## config.mk

```make
export PLATFORM = sky130hd
export DESIGN_NAME = breakpoint_watchpoint_trigger_table_top_flat
export DESIGN_NICKNAME = d
export VERILOG_FILES = /design/src/rtl/bwt_pkg.sv /design/src/rtl/bwt_req_if.sv /design/src/rtl/bwt_rsp_if.sv /design/src/rtl/bwt_ram.sv /design/src/rtl/breakpoint_watchpoint_trigger_table_top.sv /design/src/flat_wrapper.sv
export SDC_FILE = /design/constraint.sdc
export NUM_CORES = 2
export LEC_CHECK = 0
export BUFFER_PORTS_ARGS = -buffer_cell sky130_fd_sc_hd__buf_4
export CAP_MARGIN = 15
export CORE_MARGIN = 10
export CORE_UTILIZATION = 58
export DETAILED_ROUTE_END_ITERATION = 10
export PLACE_DENSITY = 0.72
export SLEW_MARGIN = 30
export SYNTH_ARGS = -nofsm -noshare
export SYNTH_HDL_FRONTEND = slang
export SYNTH_SLANG_ARGS = --single-unit
```

## constraint.sdc

```tcl
create_clock -name clock -period 11.8 [get_ports clock]
set_clock_uncertainty 0.05 [all_clocks]
set_input_delay 2.36 -clock clock [delete_from_list [all_inputs] [get_ports clock]]
set_output_delay 2.36 -clock clock [all_outputs]
set_load 0.1 [all_outputs]
```

## src/rtl/bwt_pkg.sv

```systemverilog
// Shared types and constants for the breakpoint and watchpoint trigger table.
// Holds field widths, operation and status codes, table entry layouts and the
// sequencer state type. Depends on nothing.
`timescale 1ns / 1ps

package bwt_pkg;

   localparam int MODE_W   = 3;
   localparam int NODE_W   = 12;
   localparam int ADDR_W   = 18;
   localparam int VALUE_W  = 18;
   localparam int IDX_W    = 4;
   localparam int STATUS_W = 2;
   localparam int SLOT_W   = 4;

   localparam int DEF_BREAK_SLOTS = 16;
   localparam int DEF_WATCH_SLOTS = 16;

   // A stored node of all ones matches any requesting node.
   localparam logic [NODE_W-1:0] ANY_NODE = 12'hFFF;

   typedef enum logic [MODE_W-1:0] {
      MODE_ADD_BREAK   = 3'd0,
      MODE_DEL_BREAK   = 3'd1,
      MODE_CHECK_FETCH = 3'd2,
      MODE_ADD_WATCH   = 3'd3,
      MODE_DEL_WATCH   = 3'd4,
      MODE_CHECK_WRITE = 3'd5,
      MODE_CHECK_READ  = 3'd6
   } mode_type;

   typedef enum logic [STATUS_W-1:0] {
      STATUS_OK        = 2'd0,
      STATUS_FULL      = 2'd1,
      STATUS_BAD_INDEX = 2'd2
   } status_type;

   typedef enum logic [1:0] {
      ST_IDLE,
      ST_WALK,
      ST_DONE
   } state_type;

   typedef struct packed {
      logic [NODE_W-1:0] node;
      logic [ADDR_W-1:0] addr;
   } break_entry_type;

   typedef struct packed {
      logic [NODE_W-1:0]  node;
      logic [ADDR_W-1:0]  addr;
      logic               write_en;
      logic               read_en;
      logic [VALUE_W-1:0] prior_value;
   } watch_entry_type;

   function automatic logic node_hit(input logic [NODE_W-1:0] stored,
                                     input logic [NODE_W-1:0] node);
      return (stored == ANY_NODE) || (stored == node);
   endfunction

endpackage

```

## src/rtl/bwt_req_if.sv

```systemverilog
// Request channel of the trigger table: valid/ready handshake plus the
// operation fields of one transaction. Depends on bwt_pkg.
`timescale 1ns / 1ps

interface bwt_req_if;
   import bwt_pkg::*;

   logic               valid;
   logic               ready;
   logic [MODE_W-1:0]  mode;
   logic [NODE_W-1:0]  node_ident;
   logic [ADDR_W-1:0]  address;
   logic [VALUE_W-1:0] write_value;
   logic               trigger_on_write;
   logic               trigger_on_read;
   logic [IDX_W-1:0]   entry_index;

   modport source (
      output valid, mode, node_ident, address, write_value,
             trigger_on_write, trigger_on_read, entry_index,
      input  ready
   );

   modport sink (
      input  valid, mode, node_ident, address, write_value,
             trigger_on_write, trigger_on_read, entry_index,
      output ready
   );

endinterface

```

## src/rtl/bwt_rsp_if.sv

```systemverilog
// Response channel of the trigger table: valid/ready handshake plus the
// result fields of one transaction. Depends on bwt_pkg.
`timescale 1ns / 1ps

interface bwt_rsp_if;
   import bwt_pkg::*;

   logic                valid;
   logic                ready;
   logic [STATUS_W-1:0] status;
   logic [SLOT_W-1:0]   slot_used;
   logic                pause_request;

   modport source (
      output valid, status, slot_used, pause_request,
      input  ready
   );

   modport sink (
      input  valid, status, slot_used, pause_request,
      output ready
   );

endinterface

```

## src/rtl/bwt_ram.sv

```systemverilog
// Single-port-write, single-port-read table storage with registered read data.
// Used for both the breakpoint and the watchpoint tables. Depends on bwt_pkg.
`timescale 1ns / 1ps

module bwt_ram #(
   parameter int DEPTH  = bwt_pkg::DEF_BREAK_SLOTS,
   parameter int WIDTH  = $bits(bwt_pkg::break_entry_type),
   parameter int ADDR_W = (DEPTH > 1) ? $clog2(DEPTH) : 1
) (
   input  logic              clock,
   input  logic              wr_en,
   input  logic [ADDR_W-1:0] wr_addr,
   input  logic [WIDTH-1:0]  wr_data,
   input  logic              rd_en,
   input  logic [ADDR_W-1:0] rd_addr,
   output logic [WIDTH-1:0]  rd_data
);

   logic [WIDTH-1:0] mem_ff [DEPTH];
   logic [WIDTH-1:0] rd_data_ff;

   always_ff @(posedge clock) begin
      if (wr_en) begin
         mem_ff[wr_addr] <= wr_data;
      end
      if (rd_en) begin
         rd_data_ff <= mem_ff[rd_addr];
      end
   end

   assign rd_data = rd_data_ff;

endmodule

```

## src/rtl/breakpoint_watchpoint_trigger_table_top.sv

```systemverilog
// Breakpoint and watchpoint trigger table: sequencer, shared comparator and
// two table memories. Depends on bwt_pkg, bwt_req_if, bwt_rsp_if and bwt_ram.
//
// Usage:
//   The req channel carries one operation per transaction: add, delete or
//   check against the breakpoint table, or add, delete, write check or read
//   check against the watchpoint table. The rsp channel returns exactly one
//   transaction per request with status, slot_used and pause_request.
//   Adds, rejected deletes and unknown modes go from idle straight to the
//   done state and answer from there. Checks and deletes walk the table one
//   entry per cycle through the shared compare unit and the table's single
//   read port, then pass through the done state to the response register.
//   The walk covers every entry for a check and the entries above the index
//   for a delete. req.ready rises in the same cycle as the response becomes
//   valid, so the next request can be taken while that response waits.
//   One request is in progress at a time; req.ready is high only while the
//   sequencer is idle. The response sits in an output register, so a new
//   request may be taken while the previous response waits; if rsp.ready is
//   held low, the following result waits in the sequencer until the register
//   frees up. Reset empties both tables at once; no clearing pass is needed
//   because only entries below each table's count are ever read.
`timescale 1ns / 1ps

module breakpoint_watchpoint_trigger_table_top #(
   parameter int BREAK_SLOTS = bwt_pkg::DEF_BREAK_SLOTS,
   parameter int WATCH_SLOTS = bwt_pkg::DEF_WATCH_SLOTS
) (
   input  logic      clock,
   input  logic      reset,
   bwt_req_if.sink   req,
   bwt_rsp_if.source rsp
);
   import bwt_pkg::*;

   localparam int BAW   = (BREAK_SLOTS > 1) ? $clog2(BREAK_SLOTS) : 1;
   localparam int WAW   = (WATCH_SLOTS > 1) ? $clog2(WATCH_SLOTS) : 1;
   localparam int BCW   = $clog2(BREAK_SLOTS + 1);
   localparam int WCW   = $clog2(WATCH_SLOTS + 1);
   localparam int PTR_W = (BCW > WCW) ? BCW : WCW;
   localparam int EXT_W = (PTR_W > IDX_W) ? PTR_W : IDX_W;
   localparam int BEW   = $bits(break_entry_type);
   localparam int WEW   = $bits(watch_entry_type);

   // Sequencer and operand registers
   state_type          state_ff, state_in;
   logic [MODE_W-1:0]  mode_ff, mode_in;
   logic [NODE_W-1:0]  node_ff, node_in;
   logic [ADDR_W-1:0]  addr_ff, addr_in;
   logic [VALUE_W-1:0] value_ff, value_in;
   logic [PTR_W-1:0]   rd_ptr_ff, rd_ptr_in;
   logic [PTR_W-1:0]   end_ff, end_in;
   logic [PTR_W-1:0]   cmp_ptr_ff, cmp_ptr_in;
   logic               issue_ff, issue_in;
   logic               pause_ff, pause_in;
   status_type         res_status_ff, res_status_in;
   logic [SLOT_W-1:0]  res_slot_ff, res_slot_in;
   logic [BCW-1:0]     break_count_ff, break_count_in;
   logic [WCW-1:0]     watch_count_ff, watch_count_in;

   // Output register
   logic               rsp_valid_ff, rsp_valid_in;
   status_type         rsp_status_ff, rsp_status_in;
   logic [SLOT_W-1:0]  rsp_slot_ff, rsp_slot_in;
   logic               rsp_pause_ff, rsp_pause_in;

   // Memory ports
   logic               brk_wr_en, brk_rd_en;
   logic [BAW-1:0]     brk_wr_addr;
   break_entry_type    brk_wr_data, brk_q;
   logic [BEW-1:0]     brk_rd_data;
   logic               wch_wr_en, wch_rd_en;
   logic [WAW-1:0]     wch_wr_addr;
   watch_entry_type    wch_wr_data, wch_q;
   logic [WEW-1:0]     wch_rd_data;

   logic               accept;
   logic               walk_issue;
   logic               watch_op;
   logic [EXT_W-1:0]   idx_ext, idx_plus, bcnt_ext, wcnt_ext;
   logic [NODE_W-1:0]  entry_node;
   logic [ADDR_W-1:0]  entry_addr;
   logic               hit_base;
   logic               write_hit;
   logic               read_hit;

   bwt_ram #(
      .DEPTH (BREAK_SLOTS),
      .WIDTH (BEW),
      .ADDR_W(BAW)
   ) u_break_ram (
      .clock  (clock),
      .wr_en  (brk_wr_en),
      .wr_addr(brk_wr_addr),
      .wr_data(brk_wr_data),
      .rd_en  (brk_rd_en),
      .rd_addr(rd_ptr_ff[BAW-1:0]),
      .rd_data(brk_rd_data)
   );

   bwt_ram #(
      .DEPTH (WATCH_SLOTS),
      .WIDTH (WEW),
      .ADDR_W(WAW)
   ) u_watch_ram (
      .clock  (clock),
      .wr_en  (wch_wr_en),
      .wr_addr(wch_wr_addr),
      .wr_data(wch_wr_data),
      .rd_en  (wch_rd_en),
      .rd_addr(rd_ptr_ff[WAW-1:0]),
      .rd_data(wch_rd_data)
   );

   assign brk_q = break_entry_type'(brk_rd_data);
   assign wch_q = watch_entry_type'(wch_rd_data);

   assign req.ready         = (state_ff == ST_IDLE);
   assign accept            = req.valid && req.ready;
   assign rsp.valid         = rsp_valid_ff;
   assign rsp.status        = rsp_status_ff;
   assign rsp.slot_used     = rsp_slot_ff;
   assign rsp.pause_request = rsp_pause_ff;

   assign idx_ext  = EXT_W'(req.entry_index);
   assign idx_plus = idx_ext + EXT_W'(1);
   assign bcnt_ext = EXT_W'(break_count_ff);
   assign wcnt_ext = EXT_W'(watch_count_ff);

   assign watch_op = (mode_ff == MODE_DEL_WATCH) || (mode_ff == MODE_CHECK_WRITE) ||
                     (mode_ff == MODE_CHECK_READ);
   assign walk_issue = (state_ff == ST_WALK) && (rd_ptr_ff != end_ff);

   // Shared compare unit: one table entry per cycle from whichever memory
   // the current operation walks.
   assign entry_node = watch_op ? wch_q.node : brk_q.node;
   assign entry_addr = watch_op ? wch_q.addr : brk_q.addr;
   assign hit_base   = (entry_addr == addr_ff) && node_hit(entry_node, node_ff);
   assign write_hit  = wch_q.write_en && hit_base && (wch_q.prior_value != value_ff);
   assign read_hit   = wch_q.read_en && hit_base;

   always_ff @(posedge clock) begin
      if (reset) begin
         state_ff       <= ST_IDLE;
         issue_ff       <= 1'b0;
         break_count_ff <= '0;
         watch_count_ff <= '0;
         rsp_valid_ff   <= 1'b0;
      end else begin
         state_ff       <= state_in;
         issue_ff       <= issue_in;
         break_count_ff <= break_count_in;
         watch_count_ff <= watch_count_in;
         rsp_valid_ff   <= rsp_valid_in;
      end
   end

   always_ff @(posedge clock) begin
      mode_ff       <= mode_in;
      node_ff       <= node_in;
      addr_ff       <= addr_in;
      value_ff      <= value_in;
      rd_ptr_ff     <= rd_ptr_in;
      end_ff        <= end_in;
      cmp_ptr_ff    <= cmp_ptr_in;
      pause_ff      <= pause_in;
      res_status_ff <= res_status_in;
      res_slot_ff   <= res_slot_in;
      rsp_status_ff <= rsp_status_in;
      rsp_slot_ff   <= rsp_slot_in;
      rsp_pause_ff  <= rsp_pause_in;
   end

   always_comb begin
      state_in       = state_ff;
      mode_in        = mode_ff;
      node_in        = node_ff;
      addr_in        = addr_ff;
      value_in       = value_ff;
      rd_ptr_in      = rd_ptr_ff;
      end_in         = end_ff;
      cmp_ptr_in     = cmp_ptr_ff;
      issue_in       = 1'b0;
      pause_in       = pause_ff;
      res_status_in  = res_status_ff;
      res_slot_in    = res_slot_ff;
      break_count_in = break_count_ff;
      watch_count_in = watch_count_ff;
      rsp_valid_in   = rsp_valid_ff;
      rsp_status_in  = rsp_status_ff;
      rsp_slot_in    = rsp_slot_ff;
      rsp_pause_in   = rsp_pause_ff;

      brk_wr_en   = 1'b0;
      brk_wr_addr = cmp_ptr_ff[BAW-1:0];
      brk_wr_data = brk_q;
      brk_rd_en   = 1'b0;
      wch_wr_en   = 1'b0;
      wch_wr_addr = cmp_ptr_ff[WAW-1:0];
      wch_wr_data = wch_q;
      wch_rd_en   = 1'b0;

      if (rsp_valid_ff && rsp.ready) begin
         rsp_valid_in = 1'b0;
      end

      case (state_ff)
         ST_IDLE: begin
            if (accept) begin
               mode_in       = req.mode;
               node_in       = req.node_ident;
               addr_in       = req.address;
               value_in      = req.write_value;
               pause_in      = 1'b0;
               res_status_in = STATUS_OK;
               res_slot_in   = '0;
               state_in      = ST_DONE;
               case (mode_type'(req.mode))
                  MODE_ADD_BREAK: begin
                     if (break_count_ff == BCW'(BREAK_SLOTS)) begin
                        res_status_in = STATUS_FULL;
                     end else begin
                        brk_wr_en        = 1'b1;
                        brk_wr_addr      = break_count_ff[BAW-1:0];
                        brk_wr_data.node = req.node_ident;
                        brk_wr_data.addr = req.address;
                        res_slot_in      = SLOT_W'(break_count_ff);
                        break_count_in   = break_count_ff + BCW'(1);
                     end
                  end
                  MODE_ADD_WATCH: begin
                     if (watch_count_ff == WCW'(WATCH_SLOTS)) begin
                        res_status_in = STATUS_FULL;
                     end else begin
                        wch_wr_en               = 1'b1;
                        wch_wr_addr             = watch_count_ff[WAW-1:0];
                        wch_wr_data.node        = req.node_ident;
                        wch_wr_data.addr        = req.address;
                        wch_wr_data.write_en    = req.trigger_on_write;
                        wch_wr_data.read_en     = req.trigger_on_read;
                        wch_wr_data.prior_value = '0;
                        res_slot_in             = SLOT_W'(watch_count_ff);
                        watch_count_in          = watch_count_ff + WCW'(1);
                     end
                  end
                  MODE_DEL_BREAK: begin
                     if (idx_ext >= bcnt_ext) begin
                        res_status_in = STATUS_BAD_INDEX;
                     end else begin
                        // Later entries move down one slot.
                        rd_ptr_in = idx_plus[PTR_W-1:0];
                        end_in    = PTR_W'(break_count_ff);
                        state_in  = ST_WALK;
                     end
                  end
                  MODE_DEL_WATCH: begin
                     if (idx_ext >= wcnt_ext) begin
                        res_status_in = STATUS_BAD_INDEX;
                     end else begin
                        rd_ptr_in = idx_plus[PTR_W-1:0];
                        end_in    = PTR_W'(watch_count_ff);
                        state_in  = ST_WALK;
                     end
                  end
                  MODE_CHECK_FETCH: begin
                     rd_ptr_in = '0;
                     end_in    = PTR_W'(break_count_ff);
                     state_in  = ST_WALK;
                  end
                  MODE_CHECK_WRITE, MODE_CHECK_READ: begin
                     rd_ptr_in = '0;
                     end_in    = PTR_W'(watch_count_ff);
                     state_in  = ST_WALK;
                  end
                  default: begin
                     // Unused mode: answer with all fields zero.
                  end
               endcase
            end
         end

         ST_WALK: begin
            // Read one entry per cycle; its data is compared or moved in the
            // following cycle, while the next entry is being read.
            if (walk_issue) begin
               issue_in  = 1'b1;
               rd_ptr_in = rd_ptr_ff + PTR_W'(1);
               brk_rd_en = !watch_op;
               wch_rd_en = watch_op;
               if ((mode_ff == MODE_DEL_BREAK) || (mode_ff == MODE_DEL_WATCH)) begin
                  cmp_ptr_in = rd_ptr_ff - PTR_W'(1);
               end else begin
                  cmp_ptr_in = rd_ptr_ff;
               end
            end

            if (issue_ff) begin
               case (mode_type'(mode_ff))
                  MODE_DEL_BREAK: begin
                     brk_wr_en = 1'b1;
                  end
                  MODE_DEL_WATCH: begin
                     wch_wr_en = 1'b1;
                  end
                  MODE_CHECK_FETCH: begin
                     pause_in = pause_ff || hit_base;
                  end
                  MODE_CHECK_WRITE: begin
                     if (write_hit) begin
                        wch_wr_en               = 1'b1;
                        wch_wr_data.prior_value = value_ff;
                        pause_in                = 1'b1;
                     end
                  end
                  MODE_CHECK_READ: begin
                     pause_in = pause_ff || read_hit;
                  end
                  default: begin
                  end
               endcase
            end

            if (!walk_issue) begin
               state_in = ST_DONE;
               if (mode_ff == MODE_DEL_BREAK) begin
                  break_count_in = break_count_ff - BCW'(1);
               end else if (mode_ff == MODE_DEL_WATCH) begin
                  watch_count_in = watch_count_ff - WCW'(1);
               end
            end
         end

         ST_DONE: begin
            if (!rsp_valid_ff || rsp.ready) begin
               rsp_valid_in  = 1'b1;
               rsp_status_in = res_status_ff;
               rsp_slot_in   = res_slot_ff;
               rsp_pause_in  = pause_ff;
               state_in      = ST_IDLE;
            end
         end

         default: begin
            state_in = ST_IDLE;
         end
      endcase
   end

endmodule

```

## src/flat_wrapper.sv

```systemverilog
// flat-port wrapper written by rule: the top's interface ports become plain ports
module breakpoint_watchpoint_trigger_table_top_flat import bwt_pkg::*;
#(
   parameter int BREAK_SLOTS = bwt_pkg::DEF_BREAK_SLOTS,
   parameter int WATCH_SLOTS = bwt_pkg::DEF_WATCH_SLOTS
)
  (clock, reset, req_valid, req_mode, req_node_ident, req_address, req_write_value, req_trigger_on_write, req_trigger_on_read, req_entry_index, req_ready, rsp_valid, rsp_status, rsp_slot_used, rsp_pause_request, rsp_ready);
  bwt_req_if req_i ();
  bwt_rsp_if rsp_i ();
  input  logic clock;
  input  logic reset;
  input wire logic [$bits(req_i.valid)-1:0] req_valid;
  input wire logic [$bits(req_i.mode)-1:0] req_mode;
  input wire logic [$bits(req_i.node_ident)-1:0] req_node_ident;
  input wire logic [$bits(req_i.address)-1:0] req_address;
  input wire logic [$bits(req_i.write_value)-1:0] req_write_value;
  input wire logic [$bits(req_i.trigger_on_write)-1:0] req_trigger_on_write;
  input wire logic [$bits(req_i.trigger_on_read)-1:0] req_trigger_on_read;
  input wire logic [$bits(req_i.entry_index)-1:0] req_entry_index;
  output wire logic [$bits(req_i.ready)-1:0] req_ready;
  output wire logic [$bits(rsp_i.valid)-1:0] rsp_valid;
  output wire logic [$bits(rsp_i.status)-1:0] rsp_status;
  output wire logic [$bits(rsp_i.slot_used)-1:0] rsp_slot_used;
  output wire logic [$bits(rsp_i.pause_request)-1:0] rsp_pause_request;
  input wire logic [$bits(rsp_i.ready)-1:0] rsp_ready;
  assign req_i.valid = req_valid;
  assign req_i.mode = req_mode;
  assign req_i.node_ident = req_node_ident;
  assign req_i.address = req_address;
  assign req_i.write_value = req_write_value;
  assign req_i.trigger_on_write = req_trigger_on_write;
  assign req_i.trigger_on_read = req_trigger_on_read;
  assign req_i.entry_index = req_entry_index;
  assign req_ready = req_i.ready;
  assign rsp_valid = rsp_i.valid;
  assign rsp_status = rsp_i.status;
  assign rsp_slot_used = rsp_i.slot_used;
  assign rsp_pause_request = rsp_i.pause_request;
  assign rsp_i.ready = rsp_ready;
  breakpoint_watchpoint_trigger_table_top #(.BREAK_SLOTS(BREAK_SLOTS), .WATCH_SLOTS(WATCH_SLOTS)) u_core (.clock(clock), .reset(reset), .req(req_i), .rsp(rsp_i));
endmodule
```

==> metrics <==
outcome=finished clean; TritonCTS clock tree=built; area taken by multi-input logic gates=0.0130 mm²; top fanout value on the critical path=60; Worst-path clk slew=0.06 ns; CTS max path bufs=3; Slew @ Worst Pin=1.01 ns; Comb pwr share=11.2%; final WL=128000 µm; drt wl/cell=30.8 µm; first-pass GRT wire length=189000 µm; Die W=333 µm; setup TNS=0 ns; IO Count=70; die area=0.111 mm²; share of layout cells above drive strength 1=29.1%; Pint=8.94 mW; synthesized area=0.0569 mm²; Achievable Freq=0.170 GHz; initial DRC count=3535; vias per inst=6.57; Setup crit end kind=flip-flop; Reg power frac=51.0%; Hold Slack=0.379 ns; Post-synth EDFFs=1439; PwrDens=180 mW/mm²; die height=333 µm; hold-fix buffer count after cts=0; clock sink count=1453; sequential share of the synthesized area=76.5%; syn nets=2676; maxcap violations=0; Synth-to-Final Area Change=13.2%; switching share of power=22.7%; nets@finish=2841; post-route cell area=0.0643 mm²; top sig layer=met5; critical path class=in2reg; DR vias=27300; Sw Pwr=2.63 mW; LEAKAGE=20.4 nW; H-tree levels=4; Routed met3 length=11000 µm; total grt overflow=0; synth unique cells=66; crit start category=input pin; first drt pass iteration count=6; routed length on met2=63200 µm; Post-CTS Setup Inserts=0; Post-DRT Antenna Nets=0; instance area after placement=0.0596 mm²; starting density of the core=58.6%; number of fill cells=5986; area leader, netlist=edfxtp_1; largest net degree at the start of global routing=90; average cell area after synthesis=21.9 µm²; register area=0.0435 mm²; Hold Vio Cnt, Final=0; Top FF cell, synth=edfxtp_1; top cells by area, synth=edfxtp_1 76%, mux4_2 16%, nand2_1 0.96%; CP Data Required Time=12.20 ns; post-synthesis register bit count=1453; Std-Cell Rows=114; period utilization=50.0%; Routed met1 length=50100 µm; diodes inserted=0; fraction of registers with async set or reset after synthesis=0%; share of the synthesized area in the top cell type=76.0%; final setup fails=0; final RePlAce weighted congestion=0.894; post_cts resized=0; Clock power frac=37.8%; IO Port Bufs=69; relative slew slack=32.2%; Core Area=0.0970 mm²; Residual DRC=0; hold crit path type=reg2reg; Mapped Cells=2596; YS warnings=0; hpwl dp=67400 µm; CP Data Arrival Time=6.29 ns; vias in the first global route=28000; antenna violations before repair=2; Worst-Skew Late Latency=0.76 ns; GRT Total Usage=23.2%; RSZ-0062 raised after global routing=false; number of max-slew violations in the final report=0; CTS root buf=clkbuf_16; peak supply drop=144 µV; min Tclk post-route=5.90 ns; CTS Buf Count=143
metrics by stage:
| stage | setup slack, ns | std cells | util (%) | power, mW |
|---|---|---|---|---|
| 2_1_floorplan | 4.05 | 2596 | - | 6.94 |
| 3_3_place_gp | 5.03 | 3876 | 61.1 | 7.25 |
| 3_5_place_dp | 5.20 | 3888 | 61.4 | 7.30 |
| 4_1_cts | 5.99 | 4145 | 66.1 | 11.6 |
| 5_1_grt | 5.71 | 4149 | 66.3 | 11.9 |
| 6_report | 5.90 | 4149 | 66.3 | 11.6 |
sequential cells by signal (all words and copies together) (netlist names), 12 cells and up:
register / count
u_core.u_watch_ram.mem_ff: 800
u_core.u_break_ram.rd_data: 30
u_core.u_break_ram.mem_ff: 480
u_core.u_watch_ram.rd_data: 50
u_core.node_ff: 12
u_core.value_ff: 18
u_core.addr_ff: 18
cells in the mapped netlist (14+ instances only):
library cell  count
inv_1            61
clkbuf_1         85
nand3_1          16
edfxtp_1       1439
o21ai_0          31
nand2_1         146
mux2_2           28
dfxtp_1          14
mux4_2          400
a21oi_1          36
xor2_1           29
nor2_1           49
ha_1             17
mux2i_1          29
nand2b_1         16
xnor2_1          26
buf_1            25
per-layer routing:
metal	up-vias	GRT usage, %
met4	4	6.94
li1	11200	-
met3	229	4.85
met1	14500	31.9
met5	-	0
met2	1397	37.7
power by group through the flow:
stage          Sequential, mW  Combinational [mW]  Clock (mW)
2_1_floorplan            5.99               0.946           0
3_3_place_gp             6.00                1.25           0
3_5_place_dp             6.00                1.29           0
4_1_cts                  5.90                1.30        4.44
5_1_grt                  5.90                1.40        4.64
6_report                 5.90                1.30        4.37
kinds of logic after synthesis:
family                     count (synthesis)  synth area share, %
AOI/OAI and AO/OA                        144                 1.73
adders and majority gates                 19                0.445
buffers and inverters                    182                 1.28
and+or+nand+nor                          286                 2.29
xor gates and xnor gates                  55                0.847
muxes                                    457                 16.9
DFF                                     1453                 76.5
critical path: stages:
cell,delay (ns)
buf_4,0.09
nand2_1,0.23
inv_2,0.11
buf_4,0.72
and3_2,0.39
buf_4,0.59
mux2i_1,0.40
o221ai_1,0.48
nor2_4,0.49
buf_16,0.21
buf_16,0.17
final timing paths:
kind / cells past startpoint / to / start / slack (ns)
max: 11 / u_core.u_break_ram.mem_ff[0][15] / req_valid / 5.90
min: 0 / u_core.rsp.slot_used[0] / u_core.res_slot_ff[0] / 0.38
max reg2reg: 8 / u_core.u_watch_ram.mem_ff[8][36] / u_core.mode_ff[2] / 6.58
min reg2reg: 0 / u_core.rsp.slot_used[0] / u_core.res_slot_ff[0] / 0.38
final cells by class:
class / count / share of cell area (%)
inverters: 62 / 0.362
repair buffers: 140 / 2.29
multi-input cells: 961 / 20.3
clock inverters: 70 / 0.980
well taps: 1276 / 2.48
flip-flops and latches: 1453 / 67.6
clock buffers: 187 / 6.00
placed cells by master, fill, tap and decap left out, types with 7 or more instances in the layout:
master and count:
ha_1 17, edfxtp_1 1439, mux2_2 28, nand3_1 16, clkinv_1 27, a21oi_4 17, o221ai_1 10, nor4_1 10
nor2_4 18, nand4_1 7, a21oi_1 19, buf_16 15, inv_6 7, clkbuf_16 148, o21ai_0 24, nand2b_1 16
mux2i_1 11, mux4_2 400, o22ai_1 9, xor2_1 29, dfxtp_1 14, nor2b_1 8, xnor2_1 26, a21o_1 8
buf_4 105, nor2_1 31, clkbuf_1 38, bufinv_16 8, mux2i_2 18, buf_6 15, nand2_1 145, inv_1 60
nor3_1 10, clkinv_2 20
Note: power is estimated with default switching activity, not from simulation.
